**src/rtl/core/bds_ram.sv**
```systemverilog
// ----------------------------------------------------------------------------
// bds_ram
// Generic simple dual-port RAM: one write port, one read port with enable and
// registered read data.
// ----------------------------------------------------------------------------
`default_nettype none

module bds_ram #(
  parameter int unsigned WIDTH = 8,
  parameter int unsigned DEPTH = 256,
  localparam int unsigned AW   = (DEPTH > 1) ? $clog2(DEPTH) : 1
) (
  input  logic             clk,
  input  logic             we,
  input  logic [AW-1:0]    waddr,
  input  logic [WIDTH-1:0] wdata,
  input  logic             re,
  input  logic [AW-1:0]    raddr,
  output logic [WIDTH-1:0] rdata
);

  logic [WIDTH-1:0] mem [DEPTH];
  logic [WIDTH-1:0] rdata_r;

  always_ff @(posedge clk) begin
    if (we) begin
      mem[waddr] <= wdata;
    end
    if (re) begin
      rdata_r <= mem[raddr];
    end
  end

  assign rdata = rdata_r;

endmodule

`default_nettype wire

```
**config.mk**
```make
export PLATFORM = sky130hd
export DESIGN_NAME = bds_ram
export DESIGN_NICKNAME = d
export VERILOG_FILES = /design/src/rtl/core/bds_ram.sv
export SDC_FILE = /design/constraint.sdc
export NUM_CORES = 2
export LEC_CHECK = 0
export BUFFER_PORTS_ARGS = -buffer_cell sky130_fd_sc_hd__buf_4
export CAP_MARGIN = 20
export CORE_MARGIN = 1
export CORE_UTILIZATION = 42
export DETAILED_ROUTE_END_ITERATION = 8
export MAX_ROUTING_LAYER = met4
export PLACE_DENSITY_LB_ADDON = 0.12
export SETUP_SLACK_MARGIN = 0.02
export SLEW_MARGIN = 10
export SYNTH_ARGS = -nofsm -noshare
export SYNTH_HDL_FRONTEND = slang
export SYNTH_SLANG_ARGS = --single-unit
```
**constraint.sdc**
```tcl
create_clock -name clk -period 2.9 [get_ports clk]
set_clock_uncertainty 0.2 [all_clocks]
set_input_delay 0.87 -clock clk [delete_from_list [all_inputs] [get_ports clk]]
set_output_delay 0.87 -clock clk [all_outputs]
set_load 0.1 [all_outputs]
```
==> flow_metrics.py <==
metrics = {
    "run_status": {
        "outcome": "finished, violations left",
        "violations": "setup timing",
    },
    "drt": {
        "vias": 40669,
        "drc": 0,
        "drt_first_pass_iters": 6,
        "antenna_left": 0,
        "wirelength_um": 214000,
        "wl_per_cell_um": 29.6,
        "dr.first_iter.drc_count": 3894,
        "via_per_inst": 5.62,
    },
    "floorplan": {
        "fp.dieW_um": 437,
        "fp-row-count": 159,
        "start_util_pct": 42.4,
        "core_sq_mm": 0.188,
        "io_pins": 35,
        "die_area_sq_mm": 0.191,
        "die_h_um": 437,
    },
    "yosys": {
        "synth_edf_count": 2056,
        "synth_cells": 3733,
        "avgSynthCellArea_sq_um": 21.3,
        "async_flop_share_pct": 0,
        "synth_seq_area_share_pct": 77.5,
        "synthDistinctLibCells": 54,
        "synth_mux_area_share_pct": 14.6,
        "synth-simple-area-share_pct": 2.63,
        "yosysTopAreaCell": "edfxtp_1",
        "synth_nets": 3760,
        "synth-warning-count": 0,
        "synth_top_area_share_pct": 77.5,
        "synth-compound-area-share_pct": 3.42,
        "synth_xor_area_share_pct": 0,
        "synth_flop_cell": "edfxtp_1",
        "synth-seq-cells": 2056,
        "synth_area_leaders": "edfxtp_1, mux4_2, mux2i_1",
        "synth-adder-area-share_pct": 0,
        "synthesis.area_sq_mm": 0.0796,
        "synth_top_family_by_area": "multiplexers",
    },
    "pwr": {
        "p_switching_mw": 13.6,
        "intPower_mw": 48.3,
        "swShare_pct": 21.9,
        "p_comb_share_pct": 6.2,
        "ir_drop_mv": 0.479,
        "leakagePower_nw": 31.4,
        "pwr-share-seq_pct": 53.1,
        "p_clk_share_pct": 40.7,
        "p_per_area_mw_per_mm2": 642,
    },
    "setup_path": {
        "crit_fanout": 7,
        "cp_data_arrival_time_ns": 3.40,
        "cp-end-kind": "register",
        "crit_path_start": "raddr[0]",
        "cp-start-kind": "input port",
        "r2r_slack_ns": 0.08,
        "rr_worst_depth": 8,
        "crit_type": "in -> reg",
        "required_ns": 3.30,
        "r2r-end": "rdata[3]$_DFFE_PP_",
        "crit_path_end": "rdata[2]$_DFFE_PP_",
        "r2r-start": "mem[27][3]$_DFFE_PP_",
    },
    "timing": {
        "slew_headroom_pct": 41.1,
        "hold_viol_final": 0,
        "setup_viol_count_final": 5,
        "finalWorstPathRequiredPeriod_ns": 3.00,
        "worst_hold_slack_ns": 0.161,
        "rsz0062_at_grt": "yes",
        "report.final.slew_viol_count": 0,
        "setup_ws_ns": -0.101,
        "finalCritPeriodShare_pct": 103,
        "fmaxAchievable_mhz": 333,
        "fin_setup_tns_ns": -0.254,
        "worstMarginPinSlew_ns": 0.877,
    },
    "clocking": {
        "htree_levels": 4,
        "cts-root-buf": "clkbuf_16",
        "clkTransAtPathRegs_ns": 0.06,
        "cts_buffers": 208,
        "clock_latency_ns": 0.85,
        "cts_tree": "built",
        "cts.sinks": 2056,
        "cts_hold_buf": 0,
        "clockBufferDepth": 3,
    },
    "global_route": {
        "grt_pass1_vias": 41473,
        "grt_pass1_wl_um": 305000,
        "track_usage_pct": 23.0,
        "antenna_found_initial": 11,
        "grt_max_degree": 85,
        "grt_overflow": 0,
    },
    "final_layout": {
        "nNetsFinal": 4594,
        "nFillCells": 15008,
        "area_delta_synth_final_pct": 21.0,
        "final_area_sq_mm": 0.0963,
        "layout-drive-gt1-share_pct": 35.5,
    },
    "placement": {
        "place_area_sq_mm": 0.0893,
        "port_buffers": 34,
        "gp_congestion": 0.841,
        "dp_hpwl_um": 142000,
    },
    "min_path": {
        "hold_path.class": "in -> reg",
    },
    "job": {
        "cap_violations": 0,
    },
}
-- synthesized netlist by cell type, types with 6 or more instances --
library cell,n
edfxtp_1,2056
mux4_2,454
nor2_1,282
mux2i_1,134
a22oi_1,133
clkbuf_1,111
a21oi_1,96
o221ai_1,46
nand3_1,34
nand2_1,33
buf_2,31
nor2b_1,31
o22ai_1,28
buf_4,27
nor4_1,24
buf_1,22
nor3_1,22
buf_6,21
a211oi_1,16
a221oi_1,13
buf_8,13
nand4_1,10
o211ai_1,10
o21ai_0,10
a22o_1,8
buf_12,8
nand2b_1,8
and2_1,6
-- placed cells by master, fill, tap and decap left out, types with 11 or more instances in the layout --
master / count
a211oi_1: 11
a21oi_1: 94
a22oi_1: 130
buf_12: 123
buf_4: 708
buf_8: 12
clkbuf_1: 36
clkbuf_16: 212
clkinv_1: 65
clkinv_2: 47
edfxtp_1: 2056
mux2i_1: 134
mux4_2: 454
nand2_1: 33
nand3_1: 23
nand3_2: 11
nor2_1: 262
nor2_2: 17
nor2b_1: 28
nor3_1: 11
nor4_1: 13
o221ai_1: 45
o22ai_1: 28
-- worst max-delay path: stages --
cell	delay, ns
buf_16	0.16
buf_16	0.18
buf_8	0.11
mux4_2	0.50
o211ai_1	0.36
nand3_2	0.22
nor4_4	0.65
buf_4	0.24
nor4_2	0.04
-- registers in the layout (all words and copies together), names as in the netlist --
signal	cells
rdata	8
mem	2048
-- power by group through the flow --
stage / registers (mW) / logic (mW) / clock network (mW)
2_1_floorplan: 33.5 / 1.64 / 0
3_3_place_gp: 33.4 / 3.74 / 0
3_5_place_dp: 33.4 / 3.76 / 0
4_1_cts: 32.8 / 3.85 / 25.7
5_1_grt: 32.8 / 4.06 / 26.7
6_report: 32.8 / 3.86 / 25.2
-- repair_timing --
action                     in CTS  in global routing
pin swaps                       6                 11
gates cloned                    1                  1
buffers inserted                7                 20
resized for setup              50                 26
setup endpoints to repair      11                  8
-- worst min-delay path by stage --
stage	startpoint	slack, ns	depth (start not counted)	end
finish	wdata[6]	0.16	1	mem[152][6]$_DFFE_PP_
global route	wdata[6]	0.13	1	mem[152][6]$_DFFE_PP_
detailed placement	mem[226][6]$_DFFE_PP_	1.03	6	rdata[6]$_DFFE_PP_
CTS	wdata[6]	0.13	1	mem[152][6]$_DFFE_PP_
floorplan	mem[40][3]$_DFFE_PP_	0.66	6	rdata[3]$_DFFE_PP_
global placement	mem[227][6]$_DFFE_PP_	1.03	6	rdata[6]$_DFFE_PP_
-- cells by family (layout without fill, tap and decap cells) --
kind of cell,after synthesis,count (layout)
compound gates,385,385
buf+inv,235,1245
flops,2056,2056
mux,591,591
other cells,0,3
simple gates,466,466
-- through the flow --
| stage | util (%) | power [mW] | cells | setup slack [ns] |
|---|---|---|---|---|
| after floorplan | - | 35.2 | 3733 | -0.127 |
| after global placement | 47.5 | 37.2 | 6823 | -1.61 |
| after detailed placement | 47.5 | 37.2 | 6823 | -1.59 |
| after CTS | 51.1 | 62.3 | 7217 | -0.0603 |
| after global routing | 51.2 | 63.6 | 7241 | -0.0432 |
| final | 51.2 | 61.8 | 7241 | -0.101 |
-- routing by layer --
metal  vias up  routed length (um)  track usage [%]
li1      17416                   -                -
met1     21806               93100             31.5
met2      1160              106000             36.9
met3       287               11100             3.27
met4         0                4140             5.29
met5         -                   0                -
-- layout make-up --
type                       count  area (sq um)  share of cell area (%)
inverter                       2          7.51                 0.00779
antenna                        3          7.51                 0.00779
sequential                  2056         61700                    64.1
clock buffer                 247          5420                    5.62
multi-input combinational   1442         16900                    17.6
clock inverter               139           901                   0.935
tap                         2495          3120                    3.24
timing repair buffer         857          8230                    8.55
Power figures use the tool's default switching activity.
