### config.mk
export PLATFORM = sky130hd
export DESIGN_NAME = bds_avg
export DESIGN_NICKNAME = d
export VERILOG_FILES = /design/src/rtl/core/bds_pkg.sv /design/src/rtl/core/bds_avg.sv
export SDC_FILE = /design/constraint.sdc
export NUM_CORES = 1
export LEC_CHECK = 0
export ABC_AREA = 1
export BUFFER_PORTS_ARGS = -buffer_cell sky130_fd_sc_hd__buf_2
export CAP_MARGIN = 20
export CELL_PAD_IN_SITES_DETAIL_PLACEMENT = 1
export CELL_PAD_IN_SITES_GLOBAL_PLACEMENT = 1
export CORE_MARGIN = 2
export CORE_UTILIZATION = 33
export DETAILED_ROUTE_END_ITERATION = 12
export PLACE_DENSITY_LB_ADDON = 0.25
export SYNTH_ARGS = -nofsm -noshare
export SYNTH_HDL_FRONTEND = slang
export SYNTH_SLANG_ARGS = --single-unit
### constraint.sdc
create_clock -name clk -period 1.4 [get_ports clk]
set_input_delay 0.35 -clock clk [delete_from_list [all_inputs] [get_ports clk]]
set_output_delay 0.35 -clock clk [all_outputs]
set_load 0.01 [all_outputs]
### src/rtl/core/bds_pkg.sv
// ----------------------------------------------------------------------------
// bds_pkg
// Shared constants and types of the 2x2 box downsampler: line store geometry,
// counter widths, configuration register indexes and the stage tag.
// ----------------------------------------------------------------------------
`default_nettype none

package bds_pkg;

  localparam int unsigned MAX_WIDTH  = 4096;
  localparam int unsigned PIXEL_BITS = 8;
  localparam int unsigned LINE_DEPTH = MAX_WIDTH / 2;
  localparam int unsigned LINE_AW    = $clog2(LINE_DEPTH);
  localparam int unsigned SUM_W      = PIXEL_BITS + 1;
  localparam int unsigned QUAD_W     = PIXEL_BITS + 2;
  localparam int unsigned CNT_W      = $clog2(MAX_WIDTH);
  localparam int unsigned CFG_W      = 13;
  localparam int unsigned CFG_IDX_W  = 2;

  localparam logic [CFG_W-1:0] WIDTH_MIN  = CFG_W'(2);
  localparam logic [CFG_W-1:0] WIDTH_MAX  = CFG_W'(MAX_WIDTH);
  localparam logic [CFG_W-1:0] HEIGHT_MIN = CFG_W'(2);
  localparam logic [CFG_W-1:0] HEIGHT_MAX = CFG_W'(4096);
  localparam logic [CFG_W-1:0] WIDTH_RST  = CFG_W'(640);
  localparam logic [CFG_W-1:0] HEIGHT_RST = CFG_W'(480);

  typedef enum logic [CFG_IDX_W-1:0] {
    CFG_FRAME_WIDTH  = 2'd0,
    CFG_FRAME_HEIGHT = 2'd1
  } cfg_idx_t;

  typedef struct packed {
    logic             row_end;
    logic             frame_end;
    logic [SUM_W-1:0] pair_sum;
  } bds_tag_t;

endpackage

`default_nettype wire

### src/rtl/core/bds_avg.sv
// ----------------------------------------------------------------------------
// bds_avg
// Block stage and output register: adds the stored pair sum from the line
// store to the current pair sum, divides by four and holds the result until
// the downstream transfer.
// ----------------------------------------------------------------------------
`default_nettype none

module bds_avg
  import bds_pkg::*;
(
  input  logic                  clk,
  input  logic                  rst_n,
  input  logic                  rd_issue,
  input  bds_tag_t              tag,
  input  logic [SUM_W-1:0]      rd_data,
  output logic                  in_ready,
  output logic                  out_valid,
  input  logic                  out_ready,
  output logic [PIXEL_BITS-1:0] out_pixel,
  output logic                  out_row_end,
  output logic                  out_frame_end
);

  logic                  blk_valid_r, blk_valid_nxt;
  bds_tag_t              blk_tag_r;
  logic                  out_valid_r, out_valid_nxt;
  logic [PIXEL_BITS-1:0] pixel_r;
  logic                  row_end_r;
  logic                  frame_end_r;
  logic                  blk_adv;
  logic [QUAD_W-1:0]     quad_sum;

  assign blk_adv  = blk_valid_r & (~out_valid_r | out_ready);
  assign in_ready = ~blk_valid_r | blk_adv;
  assign quad_sum = {1'b0, rd_data} + {1'b0, blk_tag_r.pair_sum};

  always_comb begin
    blk_valid_nxt = blk_valid_r;
    if (rd_issue) begin
      blk_valid_nxt = 1'b1;
    end else if (blk_adv) begin
      blk_valid_nxt = 1'b0;
    end
  end

  always_comb begin
    out_valid_nxt = out_valid_r;
    if (blk_adv) begin
      out_valid_nxt = 1'b1;
    end else if (out_ready) begin
      out_valid_nxt = 1'b0;
    end
  end

  always_ff @(posedge clk) begin
    if (!rst_n) begin
      blk_valid_r <= 1'b0;
      out_valid_r <= 1'b0;
    end else begin
      blk_valid_r <= blk_valid_nxt;
      out_valid_r <= out_valid_nxt;
    end
  end

  always_ff @(posedge clk) begin
    if (rd_issue) begin
      blk_tag_r <= tag;
    end
    if (blk_adv) begin
      pixel_r     <= quad_sum[QUAD_W-1:2];
      row_end_r   <= blk_tag_r.row_end;
      frame_end_r <= blk_tag_r.frame_end;
    end
  end

  assign out_valid     = out_valid_r;
  assign out_pixel     = pixel_r;
  assign out_row_end   = row_end_r;
  assign out_frame_end = frame_end_r;

  a_issue_has_room: assert property (@(posedge clk) disable iff (!rst_n)
    rd_issue |-> in_ready)
    else $error("line store read issued while block stage is full");

  a_frame_end_closes_row: assert property (@(posedge clk) disable iff (!rst_n)
    out_valid_r && frame_end_r |-> row_end_r)
    else $error("end of frame without end of row");

  a_block_reaches_output: assert property (@(posedge clk) disable iff (!rst_n)
    blk_adv |=> out_valid_r)
    else $error("block result lost on its way to the output register");

endmodule

`default_nettype wire

==> impl_results.md <==
* Cell count after synthesis at 107
* Hold buffer count at CTS at 0
* CTS tree: yes
* Maximum buffer depth of the clock tree at 2
* Final Cycle Share at 104%
* X dimension of the die at 62.2 um
* Main combinational cell family by area after synthesis: simple AND/OR/NAND/NOR gates
* Total CTS buffers at 3
* Yosys cell types at 16
* Via count of the first global-routing pass at slightly above 900
* Proportion of total power due to net switching at 29.0%
* First-pass GRT wire length at 4000 um
* Overall routed net length at about 2700 um
* Top achievable clock speed at 686 MHz
* Post-layout min period at 1460 ps
* Post-Synth Simple-Gate Area at 17.3%
* Placement Setup Slack at -198 ps
* Fraction of power consumed by the clock network at 18.5%
* Worst EP arrival at 1540 ps
* Yosys warns at 0
* RSZ-0062 raised after global routing: true
* CORE AREA at 3280 um2
* Average routed wire per standard cell at 13.1 um
* DR vias/cell at 4.46
* Total grt overflow at 0
* Die Area at 3870 um2
* Transition at the pin with the smallest max-transition slack at 277 ps
* Remaining DRCs at 0
* Number of antenna violations at the first check in global routing at 0
* Initial core utilization at 34.1%
* Worst setup SP type: flip-flop
* Antenna Nets Post-Route at 0
* Net count of the mapped netlist at 139
* Number of slew-limit violations in the final report at 0
* Pleak at 0.775 nW
* Crit path capture type: flip-flop
* Post-synthesis sequential area ratio at 60.0%
* Post-DP HPWL at 1870 um
* # IOs at 36
* Worst Path Max Fanout at 3
* Fill cell instance count of the final layout at between 300 and 400
* Parity-gate share of the synthesized area counting xor and xnor cells at 2.35%
* Synthesized flop and latch total at 23
* Power dissipated by switching net loads at ~0.00047 W
* Final clock skew at 1.22 ps
* Final Power at 0.00163 W
* Cell Chain, Critical Path: ha_4, buf_6, nand2_2, inv_1, nand2_4, nand2_2, nand2_1, nand2_1
* Comb pwr share at approximately 30%
* Commonest non-fill, non-tap cell in the layout: sky130_fd_sc_hd__buf_2
* Required time reported for the critical path endpoint at 1480 ps
* Internal power at about 0.0012 W
* Pwr/cell area at roughly 980 nW/um2
* Num rows at 21
* Worst voltage drop across the vdd grid at 0.642 mV
* Relative contribution of sequential cells to total power at between 50 and 60%
* Share of cells above drive strength 1 at 56.3%
* Type of the worst setup path: flip-flop to flip-flop
* # clock sinks at 23
* Drt initial violations at 14
* Standard cell with the maximum stage delay on the critical path: sky130_fd_sc_hd__edfxtp_1
* Final WS setup at -58.1 ps
* Vias at 910
* Area grow syn2layout at 48.5%
* Synth Area in Adders at 8.95%
* Relative slew slack at around four fifths
* Length of the first detailed-routing pass in iterations at 4
* Diode insertion count for antenna repair at 0
* Die span in y at 62.2 um
* Number of failing hold endpoints at the final stage at 0
* Global-route total usage across every layer at between 10% and 20%
* Worst Hold Class: input pin to flip-flop
* Clock latency at the later pin of the worst-skew pair at 310 ps
* Fin nets at 191
* Status: finished with violations
* Highest-count cells in the layout ignoring fill and taps: sky130_fd_sc_hd__buf_2, sky130_fd_sc_hd__edfxtp_1, sky130_fd_sc_hd__inv_1, sky130_fd_sc_hd__nand2_1
* Placer Congestion at about 0.85
* Pin count of the biggest net entering global routing at 14
* Max-cap viol count at 0
* Post-Syn Area at 1120 um2
* Average instance area after synthesis at 10.5 um2
* Synth Area in Compound Gates at 4.70%
* H-Tree Level Count at 1
* Port bufs at 35
* Largest stage delay on the critical path at 440 ps
* Clock root buffer: sky130_fd_sc_hd__clkbuf_4
* Multiplexer area fraction after synthesis at 0%
* Violated checks: setup timing
* Clk slew on worst S/H paths at approximately 120 ps
* Final-report setup violation count at 6
synth_stat cells:
master,number,share of area [%]
sky130_fd_sc_hd__nor3_1,1,0.45
sky130_fd_sc_hd__nor2_2,1,0.56
sky130_fd_sc_hd__ha_1,8,8.9
sky130_fd_sc_hd__inv_1,17,5.7
sky130_fd_sc_hd__xor2_1,3,2.3
sky130_fd_sc_hd__o21ai_0,1,0.45
sky130_fd_sc_hd__edfxtp_1,21,56
sky130_fd_sc_hd__clkinv_1,1,0.34
sky130_fd_sc_hd__nor2_1,3,1.0
sky130_fd_sc_hd__dfxtp_1,2,3.6
sky130_fd_sc_hd__nand2_2,7,3.9
sky130_fd_sc_hd__nand3_1,6,2.7
sky130_fd_sc_hd__a21oi_1,6,2.7
sky130_fd_sc_hd__inv_2,2,0.67
sky130_fd_sc_hd__o21ai_2,2,1.6
sky130_fd_sc_hd__nand2_1,26,8.7
critical path, delay by kind of cell, from the launching register on:
family                   cells  cell delay (ps)
flip-flops                   1              440
AND/OR/NAND/NOR              5              320
adder cells (fa/ha/maj)      1              280
buffers and inverters        2              200
state kept, by name, indices dropped and copies added (netlist names):
name,flops
out_valid,1
blk_tag_r,11
out_pixel,8
blk_valid_r,1
out_row_end,1
out_frame_end,1
stage by stage:
stage | cell area, um2 | setup TNS, ps | hold WS, ps | utilization [%] | std cells
after floorplan | 1120 | 0 | 400 | - | 107
after global placement | 1430 | -757 | 403 | 43.7 | 199
after detailed placement | 1430 | -989 | 405 | 43.7 | 199
after CTS | 1550 | -350 | 194 | 47.3 | 204
after global routing | 1660 | -769 | 185 | 50.6 | 204
final | 1660 | -300 | 209 | 50.6 | 204
cell families after synthesis:
kind of cell | Yosys count
adders and majority gates | 8
xor gates and xnor gates | 3
and+or+nand+nor | 44
AOI/OAI and AO/OA | 9
buffers and inverters | 20
DFF | 23
final cells by class:
cell class,count,area [um2],share of cell area [%]
Clock buffer,3,22.5,1.36
Timing Repair Buffer,47,273,16.4
Clock inverter,1,5.00,0.301
Inverter,20,75.1,4.52
Tap cell,46,57.6,3.46
Sequential cell,23,671,40.4
Multi-Input combinational cell,64,558,33.6
repair_timing:
| item | 4_1_cts | 5_1_grt |
|---|---|---|
| pin swaps | 5 | 14 |
| gates resized for setup | 11 | 27 |
| setup buffers | 1 | 0 |
| endpoints found under the setup margin | 5 | 8 |
layer usage:
layer  vias to the layer above  global-route usage (%)  share of wire, %
met4                         0                    4.72               1.0
met5                         -                       0                 0
li1                        450                       -                 -
met1                       434                    13.2                38
met3                         2                    4.89               5.4
met2                        24                    25.7                56
power by group through the flow:
stage | clock (W) | combinational [W] | sequential, W
after global routing | 0.000330 | 0.000530 | 0.000850
after global placement | 0 | 0.000347 | 0.000848
after CTS | 0.000314 | 0.000404 | 0.000841
after detailed placement | 0 | 0.000361 | 0.000851
final | 0.000301 | 0.000481 | 0.000844
after floorplan | 0 | 0.000186 | 0.000863
final timing paths:
kind / startpoint / to / slack (ps) / cells after the start
worst min register to register: blk_tag_r[9] / out_frame_end / 430 / 0
worst max register to register: blk_tag_r[3] / out_pixel[3] / -60 / 8
worst min-delay path: tag[7] / blk_tag_r[7] / 210 / 1
worst max-delay path: blk_tag_r[3] / out_pixel[3] / -60 / 8
Power figures use the tool's default switching activity.
