==> src/rtl/core/bds_pkg.sv <==
// ----------------------------------------------------------------------------
// bds_pkg
// Shared constants and types of the 2x2 box downsampler: line store geometry,
// counter widths, configuration register indexes and the stage tag.
// ----------------------------------------------------------------------------
`default_nettype none

package bds_pkg;

  localparam int unsigned MAX_WIDTH  = 4096;
  localparam int unsigned PIXEL_BITS = 8;
  localparam int unsigned LINE_DEPTH = MAX_WIDTH / 2;
  localparam int unsigned LINE_AW    = $clog2(LINE_DEPTH);
  localparam int unsigned SUM_W      = PIXEL_BITS + 1;
  localparam int unsigned QUAD_W     = PIXEL_BITS + 2;
  localparam int unsigned CNT_W      = $clog2(MAX_WIDTH);
  localparam int unsigned CFG_W      = 13;
  localparam int unsigned CFG_IDX_W  = 2;

  localparam logic [CFG_W-1:0] WIDTH_MIN  = CFG_W'(2);
  localparam logic [CFG_W-1:0] WIDTH_MAX  = CFG_W'(MAX_WIDTH);
  localparam logic [CFG_W-1:0] HEIGHT_MIN = CFG_W'(2);
  localparam logic [CFG_W-1:0] HEIGHT_MAX = CFG_W'(4096);
  localparam logic [CFG_W-1:0] WIDTH_RST  = CFG_W'(640);
  localparam logic [CFG_W-1:0] HEIGHT_RST = CFG_W'(480);

  typedef enum logic [CFG_IDX_W-1:0] {
    CFG_FRAME_WIDTH  = 2'd0,
    CFG_FRAME_HEIGHT = 2'd1
  } cfg_idx_t;

  typedef struct packed {
    logic             row_end;
    logic             frame_end;
    logic [SUM_W-1:0] pair_sum;
  } bds_tag_t;

endpackage

`default_nettype wire

==> src/rtl/core/bds_scan.sv <==
// ----------------------------------------------------------------------------
// bds_scan
// Frame geometry registers and raster position tracking. Builds horizontal
// pair sums, writes them to the line store on even rows and issues line store
// reads with the block tag on odd rows.
// ----------------------------------------------------------------------------
`default_nettype none

module bds_scan
  import bds_pkg::*;
(
  input  logic                  clk,
  input  logic                  rst_n,
  input  logic                  cfg_valid,
  input  logic [CFG_IDX_W-1:0]  cfg_index,
  input  logic [CFG_W-1:0]      cfg_data,
  input  logic                  accept,
  input  logic [PIXEL_BITS-1:0] pixel,
  output logic                  mem_we,
  output logic [LINE_AW-1:0]    mem_waddr,
  output logic [SUM_W-1:0]      mem_wdata,
  output logic                  mem_re,
  output logic [LINE_AW-1:0]    mem_raddr,
  output bds_tag_t              tag
);

  logic [CFG_W-1:0]      width_r, width_nxt;
  logic [CFG_W-1:0]      height_r, height_nxt;
  logic [CNT_W-1:0]      col_r, col_nxt;
  logic [CNT_W-1:0]      row_r, row_nxt;
  logic [PIXEL_BITS-1:0] left_r, left_nxt;
  logic [CFG_W-1:0]      col_inc;
  logic [CFG_W-1:0]      row_inc;
  logic                  col_last;
  logic                  row_last;
  logic                  restart;

  assign col_inc  = {1'b0, col_r} + CFG_W'(1);
  assign row_inc  = {1'b0, row_r} + CFG_W'(1);
  assign col_last = col_inc >= width_r;
  assign row_last = row_inc >= height_r;

  always_comb begin
    width_nxt  = width_r;
    height_nxt = height_r;
    restart    = 1'b0;
    if (cfg_valid) begin
      if (cfg_index == CFG_FRAME_WIDTH) begin
        restart = 1'b1;
        priority if (cfg_data < WIDTH_MIN) begin
          width_nxt = WIDTH_MIN;
        end else if (cfg_data > WIDTH_MAX) begin
          width_nxt = WIDTH_MAX;
        end else begin
          width_nxt = cfg_data;
        end
      end else if (cfg_index == CFG_FRAME_HEIGHT) begin
        restart = 1'b1;
        priority if (cfg_data < HEIGHT_MIN) begin
          height_nxt = HEIGHT_MIN;
        end else if (cfg_data > HEIGHT_MAX) begin
          height_nxt = HEIGHT_MAX;
        end else begin
          height_nxt = cfg_data;
        end
      end
    end
  end

  always_comb begin
    col_nxt  = col_r;
    row_nxt  = row_r;
    left_nxt = left_r;
    if (restart) begin
      col_nxt  = '0;
      row_nxt  = '0;
      left_nxt = '0;
    end else if (accept) begin
      if (!col_r[0]) begin
        left_nxt = pixel;
      end
      if (col_last) begin
        col_nxt = '0;
        row_nxt = row_last ? '0 : row_inc[CNT_W-1:0];
      end else begin
        col_nxt = col_inc[CNT_W-1:0];
      end
    end
  end

  always_ff @(posedge clk) begin
    if (!rst_n) begin
      width_r  <= WIDTH_RST;
      height_r <= HEIGHT_RST;
      col_r    <= '0;
      row_r    <= '0;
      left_r   <= '0;
    end else begin
      width_r  <= width_nxt;
      height_r <= height_nxt;
      col_r    <= col_nxt;
      row_r    <= row_nxt;
      left_r   <= left_nxt;
    end
  end

  // even rows store pair sums, odd rows fetch them
  assign mem_we    = accept & col_r[0] & ~row_r[0];
  assign mem_re    = accept & col_r[0] & row_r[0];
  assign mem_waddr = col_r[CNT_W-1:1];
  assign mem_raddr = col_r[CNT_W-1:1];
  assign mem_wdata = {1'b0, left_r} + {1'b0, pixel};

  assign tag.pair_sum  = mem_wdata;
  assign tag.row_end   = col_inc == {width_r[CFG_W-1:1], 1'b0};
  assign tag.frame_end = tag.row_end & (row_inc == {height_r[CFG_W-1:1], 1'b0});

  a_col_in_frame: assert property (@(posedge clk) disable iff (!rst_n)
    {1'b0, col_r} < width_r)
    else $error("column position beyond frame width");

  a_row_in_frame: assert property (@(posedge clk) disable iff (!rst_n)
    {1'b0, row_r} < height_r)
    else $error("row position beyond frame height");

  a_rw_exclusive: assert property (@(posedge clk) disable iff (!rst_n)
    !(mem_we && mem_re))
    else $error("line store written and read by one pixel");

endmodule

`default_nettype wire

==> config.mk <==
export PLATFORM = sky130hd
export DESIGN_NAME = bds_scan
export DESIGN_NICKNAME = d
export VERILOG_FILES = /design/src/rtl/core/bds_pkg.sv /design/src/rtl/core/bds_scan.sv
export SDC_FILE = /design/constraint.sdc
export NUM_CORES = 1
export LEC_CHECK = 0
export ABC_AREA = 1
export BUFFER_PORTS_ARGS = -buffer_cell sky130_fd_sc_hd__buf_2
export CAP_MARGIN = 20
export CORE_MARGIN = 5
export CORE_UTILIZATION = 37
export CTS_BUF_LIST = sky130_fd_sc_hd__clkbuf_8
export CTS_CLUSTER_DIAMETER = 80
export DETAILED_ROUTE_END_ITERATION = 6
export REMOVE_ABC_BUFFERS = 1
export SLEW_MARGIN = 40
export SYNTH_ARGS = -nofsm -noshare
export SYNTH_HDL_FRONTEND = slang
export SYNTH_SLANG_ARGS = --single-unit
export TNS_END_PERCENT = 20
==> constraint.sdc <==
create_clock -name clk -period 6 [get_ports clk]
set_input_delay 0.6 -clock clk [delete_from_list [all_inputs] [get_ports clk]]
set_output_delay 0.6 -clock clk [all_outputs]
set_load 0.02 [all_outputs]
==> results of run 1 <==
==> area by class of cell <==
type / count / share of cell area
tap: 140 / 0.0388
clock inverter: 6 / 0.00582
sequential: 58 / 0.257
timing repair buffer: 72 / 0.0809
inverter: 94 / 0.0781
multi-input combinational: 427 / 0.509
clock buffer: 10 / 0.0305
==> cells in the mapped netlist (5+ instances only) <==
cell type,n,area [sq um]
nor3_1,9,45.0
dfxtp_1,58,1160
nor2_1,67,251
nand4_1,5,31.3
o21ai_0,26,130
xor2_1,15,131
nand2_1,149,559
clkbuf_1,9,33.8
buf_4,35,263
nand3_1,28,140
inv_1,93,349
a21oi_1,61,305
nor2_2,5,31.3
o21ai_1,5,25.0
ha_1,37,463
==> metrics by stage <==
stage	instance area [sq um]	utilization	power [mW]
2_1_floorplan	3810	-	0.524
3_3_place_gp	4350	0.400	0.579
3_5_place_dp	4350	0.400	0.582
4_1_cts	4520	0.415	0.892
5_1_grt	4520	0.415	0.929
6_report	4520	0.415	0.879
==> per-layer routing <==
layer  wire length [microns]  GRT usage
met2                    4210      0.239
met1                    4610      0.202
met5                       0          0
met4                     220     0.0696
met3                     499     0.0209
==> power groups by stage <==
stage	sequential [mW]	combinational (mW)	clock, mW
floorplan	0.416	0.108	0
global placement	0.416	0.163	0
detailed placement	0.417	0.165	0
CTS	0.408	0.166	0.318
global route	0.410	0.187	0.333
finish	0.408	0.164	0.306
==> layout by cell type, fill, tap and decap left out <==
master,instances
a21oi_1,61
o211ai_1,2
nor3_1,9
nor2_1,67
nand3_1,28
o21ai_1,5
ha_1,37
nand2_4,1
nand2_1,149
clkinv_2,3
inv_2,1
o21bai_1,1
nand4_1,5
inv_1,96
o21ai_0,26
xor2_2,1
nand3_2,3
nor4_1,2
dfxtp_1,58
buf_2,70
xor2_1,15
xnor2_1,4
nor2_4,1
or2_1,1
nand2_2,3
clkbuf_8,10
fa_1,1
buf_4,2
nor2_2,5
==> flip-flops by register name, indices dropped and copies added (netlist names) <==
register,cells
width_r,13
row_r,12
left_r,8
height_r,13
col_r,12
==> worst min-delay path by stage <==
stage / startpoint / to / slack [ns]
after floorplan: height_r[11]$_SDFFE_PN0P_ / height_r[11]$_SDFFE_PN0P_ / 0.43
after global placement: left_r[7]$_SDFFE_PP0P_ / left_r[7]$_SDFFE_PP0P_ / 0.45
after detailed placement: width_r[11]$_SDFFE_PN0P_ / width_r[11]$_SDFFE_PN0P_ / 0.45
after CTS: width_r[11]$_SDFFE_PN0P_ / width_r[11]$_SDFFE_PN0P_ / 0.47
after global routing: height_r[12]$_SDFFE_PN0P_ / height_r[12]$_SDFFE_PN0P_ / 0.48
final: left_r[5]$_SDFFE_PP0P_ / left_r[5]$_SDFFE_PP0P_ / 0.47
==> tightest hold or removal path, cell delays in order, from the launching register on <==
cell	delay, ns
dfxtp_1	0.31
nand2_1	0.06
a21oi_1	0.05
==> cell families (layout without fill, tap and decap cells) <==
| family | count (synthesis) | count (layout) | share of synthesized area |
|---|---|---|---|
| and+or+nand+nor | 274 | 274 | 0.279 |
| buffers and inverters | 140 | 182 | 0.161 |
| AOI/OAI and AO/OA | 95 | 95 | 0.117 |
| DFF | 58 | 58 | 0.282 |
| adders and majority gates | 38 | 38 | 0.117 |
| xor gates and xnor gates | 20 | 20 | 0.0443 |
==> impl_metrics.tcl, run 1 <==
set metrics [dict create \
    status "finished, final reports clean" \
    grt_pass1_vias 3527 \
    die_h_microns 116 \
    r2r_slack_ns 2.97 \
    pwr-share-seq 0.464 \
    critical_path.slowest_cell "dfxtp_1" \
    swShare 0.308 \
    stdcell_count 807 \
    maxCapViolations 0 \
    timing.rr.start "row_r[0]$_SDFFE_PP0P_" \
    cts_buffer_depth 2 \
    cp.required_ns 5.40 \
    crit_path_end "tag[9]" \
    ys_warn_count 0 \
    timing.setup.tns_ns 0 \
    ys.flop_type "dfxtp_1" \
    relSlewSlack 0.632 \
    postSynthAreaPerCell_sq_um 6.60 \
    path_max_fanout 7 \
    syn-cell-area_sq_mm 0.00412 \
    post_cts_buffers 0 \
    worst_setup_path_start_kind "flop" \
    drive_above_1_share 0.150 \
    initial_core_util 0.379 \
    setup_violations 0 \
    numCtsBuffers 9 \
    power_frac_comb 0.187 \
    cp_cell_sequence "ha_1 > inv_1 > nor2_1 > nand3_1 > xor2_1 > inv_1 > ha_1 > nand2_2 > nor2_4 > nand2_1 > nor3_1 > nand3_1 > nor2_1 > buf_2" \
    worst_r2r_endpoint "row_r[2]$_SDFFE_PP0P_" \
    htreeDepth 3 \
    ant_nets 0 \
    r2r_cells 18 \
    synth_seq_cells 58 \
    multi_input_area_sq_mm 0.00230 \
    cts_tree "yes" \
    vias 3775 \
    ios 71 \
    dp_slack_ns 2.81 \
    fillers 1120 \
    whs_path_depth 2 \
    ys_types 29 \
    synth-edff-count 0 \
    cts.sinks 58 \
    slowest_delay_ns 0.47 \
    dieArea_sq_mm 0.0134 \
    clk_pin_slew_ns 0.07 \
    power.density_mw_per_mm2 195 \
    p_leak_nw 2.42 \
    cp-end-kind "primary output" \
    yosysSeqAreaShare 0.282 \
    grt_pass1_wl_microns 16100 \
    finalWorstPathRequiredPeriod_ns 3.51 \
    io_buffers 70 \
    seqCellArea_sq_mm 0.00116 \
    clock_latency_ns 0.34 \
    final-hold-violation-count 0 \
    die_w_microns 116 \
    post_cts_resized 0 \
    routabilityCongestion 0.853 \
    antenna_found_initial 0 \
    cts_root_buf "clkbuf_8" \
    worst_slew_pin_slew_ns 0.551 \
    rsz0062_at_grt "no" \
    slew_violations 0 \
    ys_async_sr_fraction 0 \
    period_share 0.585 \
    grt_overflow_total 0 \
    cts_hold_buf 0 \
    rows 38 \
    grt_max_degree 25 \
    dr.pass1.iters 5 \
    core_sq_mm 0.0109 \
    hold_ws_ns 0.467 \
    p_int_uw 608 \
    hold_class "flop to flop" \
    startpoint "col_r[0]$_SDFFE_PP0P_" \
    path_delay_family "simple AND/OR/NAND/NOR gates" \
    viasPerCell 4.68 \
    ir_worst_vdd_v 0.000105 \
    max_freq_mhz 285 \
    drt_iter0_markers 235 \
    wirelength_microns 9540 \
    antenna_cells 0 \
    critical_path_class "flop to primary output" \
    path_depth 14 \
    track_usage 0.150 \
    cp_data_arrival_time_ns 2.91 \
    syn-instance-count 625 \
    switchingPower_uw 270 \
    wl_per_cell_microns 11.8 \
    crit_buf_inv 3 \
    dp_hpwl_microns 7530 \
    area_growth_pct 9.50 \
    drc 0 \
    nets 727 \
    worst_clock_skew_ns 0.0101 \
    place_inst 791 \
    p_clk_frac 0.349 \
    worst_slack_ns 2.49 \
]
No activity file was read; power rests on OpenSTA's default activity.
==> run 2, diff against run 1 <==
==> constraint.sdc (replaced) <==
create_clock -name clk -period 2.9 [get_ports clk]
set_input_delay 0.29 -clock clk [delete_from_list [all_inputs] [get_ports clk]]
set_output_delay 0.29 -clock clk [all_outputs]
set_load 0.02 [all_outputs]
==> run 2 against run 1 <==
  * Cell count grew 2.2%
  * Critical path depth increased by 3
  * Via count rose by 2.6%
  * Clock skew down 0.0028 ns
  * Sequential cell count stayed put
  * Die area unchanged
  * Register-to-register slack got worse by 2.6 ns
  * First-iteration DRC count decreased by 22%
  * Combinational power increased by 120%
  * Sequential power increased by 110%
  * Hold slack got worse by 0.25 ns
==> impl_metrics.tcl, run 2 (synthesis results as in run 1) <==
set metrics [dict create \
    fillers 1088 \
    area_growth_pct 21.6 \
    dp_slack_ns 0.210 \
    grt_overflow_total 0 \
    dp_hpwl_microns 7770 \
    drt_iter0_markers 184 \
    rows 38 \
    cts_tree "yes" \
    fin_area_sq_mm 0.00501 \
    antenna_found_initial 0 \
    clk_pin_slew_ns 0.07 \
    top_regs "height_r: 13 flops, width_r: 13 flops" \
    grt_pass1_vias 3605 \
    layout_commonest_cell "nand2_1" \
    worst_clock_skew_ns 0.00731 \
    core_sq_mm 0.0109 \
    cts.sinks 58 \
    critical_path.slowest_cell "dfxtp_4" \
    cp.required_ns 2.61 \
    maxCapViolations 0 \
    path_max_fanout 6 \
    cp_data_arrival_time_ns 2.55 \
    period_share 0.980 \
    die_w_microns 116 \
    numCtsBuffers 9 \
    power.density_mw_per_mm2 429 \
    final-hold-violation-count 0 \
    htreeDepth 3 \
    grt_max_degree 25 \
    setup_violations 0 \
    rsz0062_at_grt "yes" \
    p_leak_nw 2.60 \
    cp_cell_sequence "ha_4 > nand2_4 > nor2_4 > nand3_2 > nand2_2 > inv_2 > ha_4 > nand2_4 > nor2_4 > nand2_4 > nor2_4 > nand2_2 > nor3_2 > buf_4 > nand3_2 > nor2_2 > buf_6" \
    hold_class "primary input to flop" \
    timing.setup.tns_ns 0 \
    slew_violations 0 \
    final_cell_mix "141 x nand2_1, 90 x inv_1, 69 x buf_2" \
    cp-end-kind "primary output" \
    wirelength_microns 10200 \
    seqCellArea_sq_mm 0.00119 \
    relSlewSlack 0.660 \
    drc 0 \
    max_freq_mhz 352 \
    finalWorstPathRequiredPeriod_ns 2.84 \
    drive_above_1_share 0.242 \
    cts_buffer_depth 2 \
    multi_input_area_sq_mm 0.00252 \
    worst_slew_pin_slew_ns 0.509 \
    worst_slack_ns 0.0584 \
    die_h_microns 116 \
    io_buffers 70 \
    worst_setup_path_start_kind "flop" \
    dieArea_sq_mm 0.0134 \
    slowest_delay_ns 0.41 \
    wl_per_cell_microns 12.4 \
    track_usage 0.152 \
    ios 71 \
    dr.pass1.iters 5 \
    path_delay_family "simple AND/OR/NAND/NOR gates" \
    postPlaceCellArea_sq_mm 0.00441 \
    ir_worst_vdd_v 0.000261 \
    antenna_cells 0 \
    clock_latency_ns 0.34 \
    vias 3875 \
    viasPerCell 4.70 \
    critical_path_class "flop to primary output" \
    cts_root_buf "clkbuf_8" \
    routabilityCongestion 0.843 \
    crit_buf_inv 3 \
    initial_core_util 0.379 \
    nets 745 \
    ant_nets 0 \
    grt_pass1_wl_microns 16400 \
    status "finished, final reports clean" \
]
## run 2: worst reg2reg max path: cells and delay by family (launching register included)
kind,cells,cell delay [ns]
and+or+nand+nor,11,1.07
adders and majority gates,1,0.32
buffers and inverters,4,0.48
DFF,1,0.35
AOI/OAI and AO/OA,1,0.20
## run 2: timing repair
action	4_1_cts	5_1_grt
resized for setup	15	55
endpoints found under the setup margin	2	10
hold buffers	0	0
setup buffers	2	10
pin swaps	1	20
## run 2: report_power, final
part	total [mW]	internal, mW	switching, mW
clock	0.950	0.615	0.335
combinational	0.363	0.127	0.235
sequential	0.841	0.820	0.0205
## run 2: metal layers
layer	wire length (microns)	GRT usage	vias to the layer above
met5	0	0	-
met4	225	0.0720	0
met3	524	0.0183	15
met2	4730	0.248	105
met1	4750	0.201	1693
li1	-	-	2062
## run 2: worst paths after layout
| kind | cells after the start | start | slack (ns) | end |
|---|---|---|---|---|
| setup reg to reg | 17 | row_r[0]$_SDFFE_PP0P_ | 0.35 | row_r[7]$_SDFFE_PP0P_ |
| hold / removal | 3 | pixel[6] | 0.21 | left_r[6]$_SDFFE_PP0P_ |
| setup / recovery | 17 | col_r[1]$_SDFFE_PP0P_ | 0.06 | tag[9] |
| hold reg to reg | 2 | left_r[4]$_SDFFE_PP0P_ | 0.47 | left_r[4]$_SDFFE_PP0P_ |
## run 2: final cells by class
class	instances	share of cell area
timing repair buffer	90	0.104
tap	140	0.0349
inverter	94	0.0709
multi-input combinational	427	0.503
clock buffer	11	0.0302
sequential	58	0.238
clock inverter	5	0.0200
## run 2: metrics by stage
step	instances	total power [mW]	hold slack, ns	util
floorplan	579	1.08	0.386	-
global placement	797	1.20	0.454	0.405
detailed placement	797	1.21	0.464	0.405
CTS	815	2.16	0.200	0.433
global route	825	2.25	0.216	0.461
finish	825	2.15	0.214	0.461
